**src/lcr_pkg.sv**
```systemverilog
// shared constants and types for the lattice coefficient rounding unit
package lcr_pkg;

    // default number of bits dropped by power2round
    localparam int DROP_BITS_DEF = 13;

    // scheme constants
    localparam int Q_MOD    = 8380417;
    localparam int GAMMA2   = 95232;
    localparam int ALPHA    = 2 * GAMMA2;
    localparam int HALF_Q   = (Q_MOD - 1) / 2;
    localparam int HIGH_MAX = 43;

    // rounding divide by alpha: ((a + 127) >> 7) * 11275 + 2^23, then >> 24
    localparam int RND_BIAS    = 127;
    localparam int RND_SHIFT   = 7;
    localparam int MUL_RECIP   = 11275;
    localparam int RECIP_SHIFT = 24;

    // field widths
    localparam int COEFF_W = 23;
    localparam int LIN_W   = 24;
    localparam int HIN_W   = 6;
    localparam int HIGH_W  = 10;
    localparam int LOW_W   = 18;
    localparam int HC_W    = 6;
    localparam int T_W     = 17;
    localparam int PROD_W  = 31;

    // stream bus widths
    localparam int S_TDATA_W = 56;
    localparam int M_TDATA_W = 32;

    localparam int N_STAGES = 5;

    typedef enum logic [1:0] {
        MODE_P2R       = 2'd0,
        MODE_DECOMPOSE = 2'd1,
        MODE_MAKE_HINT = 2'd2,
        MODE_USE_HINT  = 2'd3
    } t_mode;

    // per-stage load enables from the pipeline control
    typedef struct packed {
        logic [N_STAGES-1:0] en;
    } t_pipe_ctl;

    // payload after stage 2
    typedef struct packed {
        t_mode               mode;
        logic [COEFF_W-1:0]  coeff;
        logic                hint;
        logic                mh;
        logic [HC_W-1:0]     q;
        logic [HIGH_W-1:0]   p2r_hi;
        logic [LOW_W-1:0]    p2r_lo;
    } t_s2;

    // payload after stage 4
    typedef struct packed {
        t_mode               mode;
        logic                hint;
        logic                mh;
        logic [HC_W-1:0]     hc;
        logic [LOW_W-1:0]    dlow;
        logic [HIGH_W-1:0]   p2r_hi;
        logic [LOW_W-1:0]    p2r_lo;
    } t_s4;

endpackage

```
**src/lcr_pipe_ctl.sv**
```systemverilog
// valid chain and stage load enables of the five-stage pipeline
module lcr_pipe_ctl (
    input  logic               i_clk,
    input  logic               i_rst_n,
    input  logic               i_in_valid,
    output logic               o_in_ready,
    output lcr_pkg::t_pipe_ctl o_ctl,
    output logic               o_out_valid,
    input  logic               i_out_ready
);

    logic [lcr_pkg::N_STAGES-1:0] r_vld;
    logic [lcr_pkg::N_STAGES-1:0] n_vld;
    logic [lcr_pkg::N_STAGES-1:0] can_load;

    // a stage may load when it is empty or its content moves on
    always_comb begin
        can_load[lcr_pkg::N_STAGES-1] = !r_vld[lcr_pkg::N_STAGES-1] || i_out_ready;
        for (int k = lcr_pkg::N_STAGES - 2; k >= 0; k--) begin
            can_load[k] = !r_vld[k] || can_load[k+1];
        end
    end

    always_comb begin
        n_vld[0] = can_load[0] ? i_in_valid : r_vld[0];
        for (int k = 1; k < lcr_pkg::N_STAGES; k++) begin
            if (can_load[k]) begin
                n_vld[k] = r_vld[k-1];
            end else begin
                n_vld[k] = r_vld[k];
            end
        end
    end

    always_ff @(posedge i_clk) begin
        if (!i_rst_n) begin
            r_vld <= '0;
        end else begin
            r_vld <= n_vld;
        end
    end

    assign o_ctl.en    = can_load;
    assign o_in_ready  = can_load[0];
    assign o_out_valid = r_vld[lcr_pkg::N_STAGES-1];

endmodule

```
**src/lcr_front.sv**
```systemverilog
// stages 1 and 2: power2round, make hint compare, reciprocal multiply
module lcr_front #(
    parameter int DROP_BITS = lcr_pkg::DROP_BITS_DEF
) (
    input  logic                              i_clk,
    input  lcr_pkg::t_pipe_ctl                i_ctl,
    input  lcr_pkg::t_mode                    i_mode,
    input  logic [lcr_pkg::COEFF_W-1:0]       i_coeff,
    input  logic signed [lcr_pkg::LIN_W-1:0]  i_low_in,
    input  logic [lcr_pkg::HIN_W-1:0]         i_high_in,
    input  logic                              i_hint_in,
    output lcr_pkg::t_s2                      o_s2
);

    localparam int SUM_W  = lcr_pkg::COEFF_W + 1;
    localparam int P2R_HW = SUM_W - DROP_BITS;
    localparam logic [SUM_W-1:0] P2R_BIAS = SUM_W'((1 << (DROP_BITS - 1)) - 1);
    localparam logic signed [lcr_pkg::LIN_W-1:0] G2_POS = lcr_pkg::LIN_W'(lcr_pkg::GAMMA2);
    localparam logic signed [lcr_pkg::LIN_W-1:0] G2_NEG = -G2_POS;

    // stage 1
    lcr_pkg::t_mode               r_mode;
    logic [lcr_pkg::COEFF_W-1:0]  r_coeff;
    logic                         r_hint;
    logic                         r_mh;
    logic [lcr_pkg::T_W-1:0]      r_t;
    logic [P2R_HW-1:0]            r_ph;

    logic [SUM_W-1:0]             n_psum;
    logic [SUM_W-1:0]             n_rsum;
    logic                         n_mh;

    // stage 2
    lcr_pkg::t_s2                 r_s2;
    lcr_pkg::t_s2                 n_s2;
    logic [lcr_pkg::PROD_W-1:0]   prod;
    logic [SUM_W-1:0]             h_ext;
    logic [SUM_W-1:0]             h_shl;
    logic [SUM_W:0]               p2r_lo;

    always_comb begin
        n_psum = {1'b0, i_coeff} + P2R_BIAS;
        n_rsum = {1'b0, i_coeff} + SUM_W'(lcr_pkg::RND_BIAS);
        n_mh   = (i_low_in > G2_POS) || (i_low_in < G2_NEG) ||
                 ((i_low_in == G2_NEG) && (i_high_in != '0));
    end

    always_ff @(posedge i_clk) begin
        if (i_ctl.en[0]) begin
            r_mode  <= i_mode;
            r_coeff <= i_coeff;
            r_hint  <= i_hint_in;
            r_mh    <= n_mh;
            r_t     <= lcr_pkg::T_W'(n_rsum >> lcr_pkg::RND_SHIFT);
            r_ph    <= P2R_HW'(n_psum >> DROP_BITS);
        end
    end

    // quotient estimate by reciprocal, power2round low part
    always_comb begin
        prod   = lcr_pkg::PROD_W'(r_t) * lcr_pkg::PROD_W'(lcr_pkg::MUL_RECIP)
               + lcr_pkg::PROD_W'(1 << (lcr_pkg::RECIP_SHIFT - 1));
        h_ext  = SUM_W'(r_ph);
        h_shl  = h_ext << DROP_BITS;
        p2r_lo = {2'b00, r_coeff} - {1'b0, h_shl};

        n_s2.mode   = r_mode;
        n_s2.coeff  = r_coeff;
        n_s2.hint   = r_hint;
        n_s2.mh     = r_mh;
        n_s2.q      = prod[lcr_pkg::RECIP_SHIFT +: lcr_pkg::HC_W];
        n_s2.p2r_hi = h_ext[lcr_pkg::HIGH_W-1:0];
        n_s2.p2r_lo = p2r_lo[lcr_pkg::LOW_W-1:0];
    end

    always_ff @(posedge i_clk) begin
        if (i_ctl.en[1]) begin
            r_s2 <= n_s2;
        end
    end

    assign o_s2 = r_s2;

endmodule

```
**src/lcr_split.sv**
```systemverilog
// stages 3 and 4: clamp high, multiply by alpha, centered remainder
module lcr_split (
    input  logic               i_clk,
    input  lcr_pkg::t_pipe_ctl i_ctl,
    input  lcr_pkg::t_s2       i_s2,
    output lcr_pkg::t_s4       o_s4
);

    localparam int L_W = lcr_pkg::COEFF_W + 2;
    localparam logic [lcr_pkg::HC_W-1:0] HMAX = lcr_pkg::HC_W'(lcr_pkg::HIGH_MAX);
    localparam logic signed [L_W-1:0] HALF_Q_S = L_W'(lcr_pkg::HALF_Q);
    localparam logic signed [L_W-1:0] Q_S      = L_W'(lcr_pkg::Q_MOD);

    // stage 3
    lcr_pkg::t_s2                 r_s3;
    logic [lcr_pkg::HC_W-1:0]     r_hc;
    logic [lcr_pkg::COEFF_W-1:0]  r_mul;
    logic [lcr_pkg::HC_W-1:0]     n_hc;

    // stage 4
    lcr_pkg::t_s4                 r_s4;
    lcr_pkg::t_s4                 n_s4;
    logic signed [L_W-1:0]        rem;
    logic signed [L_W-1:0]        rem_c;

    // a quotient of 44 wraps to 0
    assign n_hc = (i_s2.q > HMAX) ? '0 : i_s2.q;

    always_ff @(posedge i_clk) begin
        if (i_ctl.en[2]) begin
            r_s3  <= i_s2;
            r_hc  <= n_hc;
            r_mul <= lcr_pkg::COEFF_W'(n_hc) * lcr_pkg::COEFF_W'(lcr_pkg::ALPHA);
        end
    end

    always_comb begin
        rem   = $signed({2'b00, r_s3.coeff}) - $signed({2'b00, r_mul});
        // upper half folds down by q
        rem_c = (rem > HALF_Q_S) ? rem - Q_S : rem;

        n_s4.mode   = r_s3.mode;
        n_s4.hint   = r_s3.hint;
        n_s4.mh     = r_s3.mh;
        n_s4.hc     = r_hc;
        n_s4.dlow   = rem_c[lcr_pkg::LOW_W-1:0];
        n_s4.p2r_hi = r_s3.p2r_hi;
        n_s4.p2r_lo = r_s3.p2r_lo;
    end

    always_ff @(posedge i_clk) begin
        if (i_ctl.en[3]) begin
            r_s4 <= n_s4;
        end
    end

    assign o_s4 = r_s4;

endmodule

```
**src/lcr_finish.sv**
```systemverilog
// stage 5: hint correction modulo 44 and per-mode result select
module lcr_finish (
    input  logic                              i_clk,
    input  lcr_pkg::t_pipe_ctl                i_ctl,
    input  lcr_pkg::t_s4                      i_s4,
    output logic [lcr_pkg::HIGH_W-1:0]        o_high_part,
    output logic signed [lcr_pkg::LOW_W-1:0]  o_low_part,
    output logic                              o_hint_out
);

    localparam logic [lcr_pkg::HC_W-1:0] HMAX = lcr_pkg::HC_W'(lcr_pkg::HIGH_MAX);
    localparam logic [lcr_pkg::HC_W-1:0] ONE  = lcr_pkg::HC_W'(1);

    logic [lcr_pkg::HIGH_W-1:0] r_high;
    logic [lcr_pkg::LOW_W-1:0]  r_low;
    logic                       r_hint;
    logic [lcr_pkg::HIGH_W-1:0] n_high;
    logic [lcr_pkg::LOW_W-1:0]  n_low;
    logic                       n_hint;
    logic                       low_pos;
    logic [lcr_pkg::HC_W-1:0]   adj;

    always_comb begin
        low_pos = !i_s4.dlow[lcr_pkg::LOW_W-1] && (i_s4.dlow != '0);
        if (!i_s4.hint) begin
            adj = i_s4.hc;
        end else if (low_pos) begin
            adj = (i_s4.hc == HMAX) ? '0 : i_s4.hc + ONE;
        end else begin
            adj = (i_s4.hc == '0) ? HMAX : i_s4.hc - ONE;
        end

        unique case (i_s4.mode)
            lcr_pkg::MODE_P2R: begin
                n_high = i_s4.p2r_hi;
                n_low  = i_s4.p2r_lo;
                n_hint = 1'b0;
            end
            lcr_pkg::MODE_DECOMPOSE: begin
                n_high = lcr_pkg::HIGH_W'(i_s4.hc);
                n_low  = i_s4.dlow;
                n_hint = 1'b0;
            end
            lcr_pkg::MODE_MAKE_HINT: begin
                n_high = '0;
                n_low  = '0;
                n_hint = i_s4.mh;
            end
            lcr_pkg::MODE_USE_HINT: begin
                n_high = lcr_pkg::HIGH_W'(adj);
                n_low  = '0;
                n_hint = 1'b0;
            end
            default: begin
                n_high = '0;
                n_low  = '0;
                n_hint = 1'b0;
            end
        endcase
    end

    always_ff @(posedge i_clk) begin
        if (i_ctl.en[4]) begin
            r_high <= n_high;
            r_low  <= n_low;
            r_hint <= n_hint;
        end
    end

    assign o_high_part = r_high;
    assign o_low_part  = $signed(r_low);
    assign o_hint_out  = r_hint;

endmodule

```
**src/lattice_coeff_rounding_unit.sv**
```systemverilog
// top level of the lattice coefficient rounding unit
//
// Rounds one coefficient per request for the lattice signature scheme
// (q = 8380417, gamma2 = (q-1)/88): the request's tuser picks power2round,
// decompose, make hint or use hint, and every request yields exactly one
// result request. The unit is a five-stage pipeline that accepts a new
// request every cycle unless the result side stalls with every stage
// full; a request passes through the stage 1 to stage 5 registers in
// order. The pipeline follows the divide-by-alpha path (reciprocal
// multiply, clamp and alpha multiply, subtract and fold, hint correction),
// with one register after each multiply. Backpressure on the result side
// holds a full stage unless a later stage is empty; empty stages fill, so
// bubbles are squeezed out and nothing is lost or repeated. No configuration,
// no state between requests, and reset only clears the valid bits.
module lattice_coeff_rounding_unit #(
    parameter int DROP_BITS = lcr_pkg::DROP_BITS_DEF
) (
    input  logic                            i_clk,
    input  logic                            i_rst_n,

    // request side
    input  logic                            i_s_axis_tvalid,
    output logic                            o_s_axis_tready,
    // coeff[22:0], low_in[46:23], high_in[52:47], hint_in[53], zero pad[55:54]
    input  logic [lcr_pkg::S_TDATA_W-1:0]   i_s_axis_tdata,
    // mode[1:0]
    input  logic [1:0]                      i_s_axis_tuser,

    // result side
    output logic                            o_m_axis_tvalid,
    input  logic                            i_m_axis_tready,
    // high_part[9:0], low_part[27:10], hint_out[28], zero pad[31:29]
    output logic [lcr_pkg::M_TDATA_W-1:0]   o_m_axis_tdata
);

    lcr_pkg::t_pipe_ctl                   ctl;
    lcr_pkg::t_s2                         s2;
    lcr_pkg::t_s4                         s4;

    // unpacked request fields
    lcr_pkg::t_mode                       in_mode;
    logic [lcr_pkg::COEFF_W-1:0]          in_coeff;
    logic signed [lcr_pkg::LIN_W-1:0]     in_low;
    logic [lcr_pkg::HIN_W-1:0]            in_high;
    logic                                 in_hint;

    // result fields
    logic [lcr_pkg::HIGH_W-1:0]           out_high;
    logic signed [lcr_pkg::LOW_W-1:0]     out_low;
    logic                                 out_hint;

    assign in_mode  = lcr_pkg::t_mode'(i_s_axis_tuser);
    assign in_coeff = i_s_axis_tdata[22:0];
    assign in_low   = $signed(i_s_axis_tdata[46:23]);
    assign in_high  = i_s_axis_tdata[52:47];
    assign in_hint  = i_s_axis_tdata[53];

    // valid chain; stage k loads when empty or when its content moves on
    lcr_pipe_ctl u_ctl (
        .i_clk       (i_clk),
        .i_rst_n     (i_rst_n),
        .i_in_valid  (i_s_axis_tvalid),
        .o_in_ready  (o_s_axis_tready),
        .o_ctl       (ctl),
        .o_out_valid (o_m_axis_tvalid),
        .i_out_ready (i_m_axis_tready)
    );

    // stages 1-2: power2round, make hint, quotient estimate
    lcr_front #(
        .DROP_BITS (DROP_BITS)
    ) u_front (
        .i_clk     (i_clk),
        .i_ctl     (ctl),
        .i_mode    (in_mode),
        .i_coeff   (in_coeff),
        .i_low_in  (in_low),
        .i_high_in (in_high),
        .i_hint_in (in_hint),
        .o_s2      (s2)
    );

    // stages 3-4: high clamp, alpha product, centered low
    lcr_split u_split (
        .i_clk (i_clk),
        .i_ctl (ctl),
        .i_s2  (s2),
        .o_s4  (s4)
    );

    // stage 5: hint correction and result register
    lcr_finish u_finish (
        .i_clk       (i_clk),
        .i_ctl       (ctl),
        .i_s4        (s4),
        .o_high_part (out_high),
        .o_low_part  (out_low),
        .o_hint_out  (out_hint)
    );

    assign o_m_axis_tdata = {3'b000, out_hint, out_low, out_high};

endmodule

```
**config.mk**
```make
export PLATFORM = sky130hd
export DESIGN_NAME = lattice_coeff_rounding_unit
export DESIGN_NICKNAME = d
export VERILOG_FILES = /design/src/lcr_pkg.sv /design/src/lcr_pipe_ctl.sv /design/src/lcr_front.sv /design/src/lcr_split.sv /design/src/lcr_finish.sv /design/src/lattice_coeff_rounding_unit.sv
export SDC_FILE = /design/constraint.sdc
export NUM_CORES = 1
export LEC_CHECK = 0
export BUFFER_PORTS_ARGS = -buffer_cell sky130_fd_sc_hd__buf_2
export CORE_ASPECT_RATIO = 0.9
export CORE_MARGIN = 1
export CORE_UTILIZATION = 50
export DETAILED_ROUTE_END_ITERATION = 6
export GPL_TIMING_DRIVEN = 0
export PLACE_DENSITY = 0.75
export SYNTH_ARGS = -nofsm -noshare
export SYNTH_HDL_FRONTEND = slang
export SYNTH_SLANG_ARGS = --single-unit
```
**constraint.sdc**
```tcl
create_clock -name i_clk -period 6.6 [get_ports i_clk]
set_input_delay 0.33 -clock i_clk [delete_from_list [all_inputs] [get_ports i_clk]]
set_output_delay 0.33 -clock i_clk [all_outputs]
set_load 0.005 [all_outputs]
```
==> results.yml <==
timing:
  slew_violations: 0
  finalClockSkew_ps: 10.06
  worst_slew_pin_slew_ps: 1044
  whs_ps: 19.41
  max_freq_ghz: 0.1687
  period_share_pct: 89.81
  hold_viol: 0
  period_minus_slack_ps: 5927
  finalSetupViolCount: 0
  slew_headroom_pct: 29.48
  grt_setup_unrepaired: "false"
  fin_setup_tns_ps: 0
pwr:
  ir_drop_v: 0.0004405
  p_leak_nw: 7.411
  powerDensity_nw_per_um2: 407.5
clock_tree:
  htree_levels: 1
  cts_tree: "built"
  cts.sinks: 250
  cts_max_path_buffers: 3
  post_cts_buffers: 0
  clk_latency_ps: 510
  clk_pin_slew_ps: 60
  root_buffer: "clkbuf_16"
  cts_buffers: 24
finish:
  drive_gt1_share_pct: 12.00
  area_delta_synth_final_pct: 12.90
  finalNetCount: 1541
  stdcell_count: 1618
  postLayoutCoreUtil_pct: 57.84
  nFillCells: 2225
  antenna_cells: 0
  final_cell_mix: "245 x edfxtp_1, 184 x ha_1, 177 x inv_1"
  final_cell_area_um2: 16240
  final_common_cell: "edfxtp_1"
drt:
  wl_per_cell_um: 15.42
  drc: 0
  drt_first_pass_iters: 4
  via_per_inst: 5.161
  drtIter0Drc: 452
  drtAntennaViolNets: 0
  wl_mm: 24.95
  vias: 8351
global_routing:
  track_usage_pct: 17.55
  antenna_found_initial: 1
  grt_pass1_vias: 8527
  grt_max_degree: 45
  grt_overflow: 0
  grt_first_pass_wirelength_mm: 41.16
outcome:
  status: "complete, no violations"
yosys:
  synth_edf_count: 245
  synth_cell_types: 63
  yosysTopAreaCellShare_pct: 51.13
  synth-main-ff-cell: "edfxtp_1"
  netlist_instances: 1111
  synth-seq-cells: 250
  async_flop_share_pct: 0
  netlist_area_um2: 14390
  avgSynthCellArea_um2: 12.95
  ys_warn_count: 0
  synth_top_cell_by_area: "edfxtp_1"
  ys_top_cells_by_area: "edfxtp_1 51%, ha_1 16%, fa_1 7.5%, inv_1 4.6%, xnor2_1 3.2%"
  yosysSeqAreaShare_pct: 51.83
die:
  rows: 58
  die_w_um: 180.8
  io_pins: 96
  start_util_pct: 51.23
  coreArea_um2: 28080
  dieArea_um2: 29460
  fp.dieH_um: 162.9
critical_path:
  criticalPathCategory: "reg -> reg"
  start_kind: "flip-flop"
  cp_data_arrival_time_ps: 6180
  crit_path_end_kind: "flip-flop"
  cp.required_ps: 6850
  path_max_fanout: 6
place:
  place_congestion: 0.8435
  port_buffers: 90
  dp_hpwl_mm: 19.26
  dp.cells: 1567
  post_dp_cell_area_um2: 15390
job:
  drv_cap: 0
min_path:
  hp-class: "in -> reg"
[path summary, 6_finish.rpt]
kind	from	to	slack, ps	depth (start not counted)
worst min register to register	u_front.o_s2[12]	u_split.n_s4[12]	420	0
worst min-delay path	i_s_axis_tdata[6]	u_front.r_coeff[6]	20	1
worst max-delay path	u_front.r_t[6]	u_front.o_s2[33]	670	20
worst max register to register	u_front.r_t[6]	u_front.o_s2[33]	670	20
[flip-flops by register name, indices dropped and copies added (netlist names)]
register and cells:
u_front.r_hint 1, u_split.r_s3 10, u_split.r_mul 10, u_front.r_mode 2
u_finish.o_high_part 10, u_front.r_mh 1, u_front.o_s2 48, u_ctl.r_vld 5
u_front.r_ph 10, u_split.n_s4 32, u_split.o_s4 56, u_split.r_hc 6
u_finish.o_low_part 18, u_front.r_coeff 23, u_front.r_t 17, u_finish.o_hint_out 1
[synthesized netlist by cell type (11+ instances only)]
cell type,count
a21o_1,21
a21oi_1,28
clkbuf_1,12
edfxtp_1,245
fa_1,54
ha_1,184
inv_1,178
mux2i_1,26
nand2_1,40
nand3_1,23
nor2_1,52
nor2b_1,14
nor3_1,12
nor4_1,11
o21ai_0,23
xnor2_1,52
xor2_1,19
[worst max-delay path, cell delays in order, from the launching register on]
cell	delay [ps]
edfxtp_1	570
ha_1	370
fa_1	460
ha_1	280
inv_1	50
fa_1	520
inv_1	60
fa_1	540
inv_1	60
fa_1	530
inv_1	40
ha_1	310
a21o_1	190
a21o_1	170
a21o_1	170
a21oi_1	150
nor2b_1	60
o32ai_1	510
o21ai_0	280
a21oi_1	250
xnor2_1	90
[cell families (layout without fill, tap and decap cells)]
| logic type | count (synthesis) | after routing | share of synthesized area, % |
|---|---|---|---|
| AO/OA/AOI/OAI | 122 | 122 | 5.861 |
| XOR/XNOR | 71 | 71 | 4.322 |
| adder cells (fa/ha/maj) | 238 | 238 | 23.51 |
| buffers and inverters | 198 | 343 | 5.330 |
| flip-flops | 250 | 250 | 51.83 |
| multiplexers | 26 | 26 | 1.809 |
| other | 1 | 3 | 0.02606 |
| AND/OR/NAND/NOR | 205 | 205 | 7.313 |
[power by group]
part           switching (mW)  internal (mW)  total, mW
clock                   0.567          0.773       1.34
combinational            1.66           1.36       3.02
sequential              0.129           2.13       2.26
total                    2.36           4.26       6.62
[routing by layer]
metal	wire length [um]	part of all wire [%]	track usage [%]	vias up
li1	-	-	-	4188
met1	11410	46	23.25	3958
met2	12180	49	30.50	160
met3	880	3.5	2.258	43
met4	474	1.9	4.701	2
met5	12	0.048	0	-
[through the flow]
| stage | total power, mW | setup slack, ps |
|---|---|---|
| final | 6.619 | 672.7 |
| after global routing | 7.244 | 462.9 |
| after CTS | 6.693 | 650.9 |
| after detailed placement | 5.328 | 698.6 |
| after global placement | 5.194 | 726.0 |
| after floorplan | 4.615 | 1306 |
[repair_timing]
item                                   CTS  global route
gates resized for setup                  0             0
endpoints found under the hold margin    8             0
hold buffers                             8             0
[area by class of cell]
class | count | area (um2) | area share [%]
Multi-Input combinational cell | 665 | 6182 | 38.06
Clock buffer | 27 | 633.1 | 3.897
Inverter | 178 | 668.1 | 4.113
Tap cell | 360 | 450.4 | 2.773
Sequential cell | 250 | 7457 | 45.91
Clock inverter | 16 | 143.9 | 0.8858
Buffer | 20 | 98.84 | 0.6085
Timing Repair Buffer | 102 | 610.6 | 3.759
No activity file was read; power rests on OpenSTA's default activity.
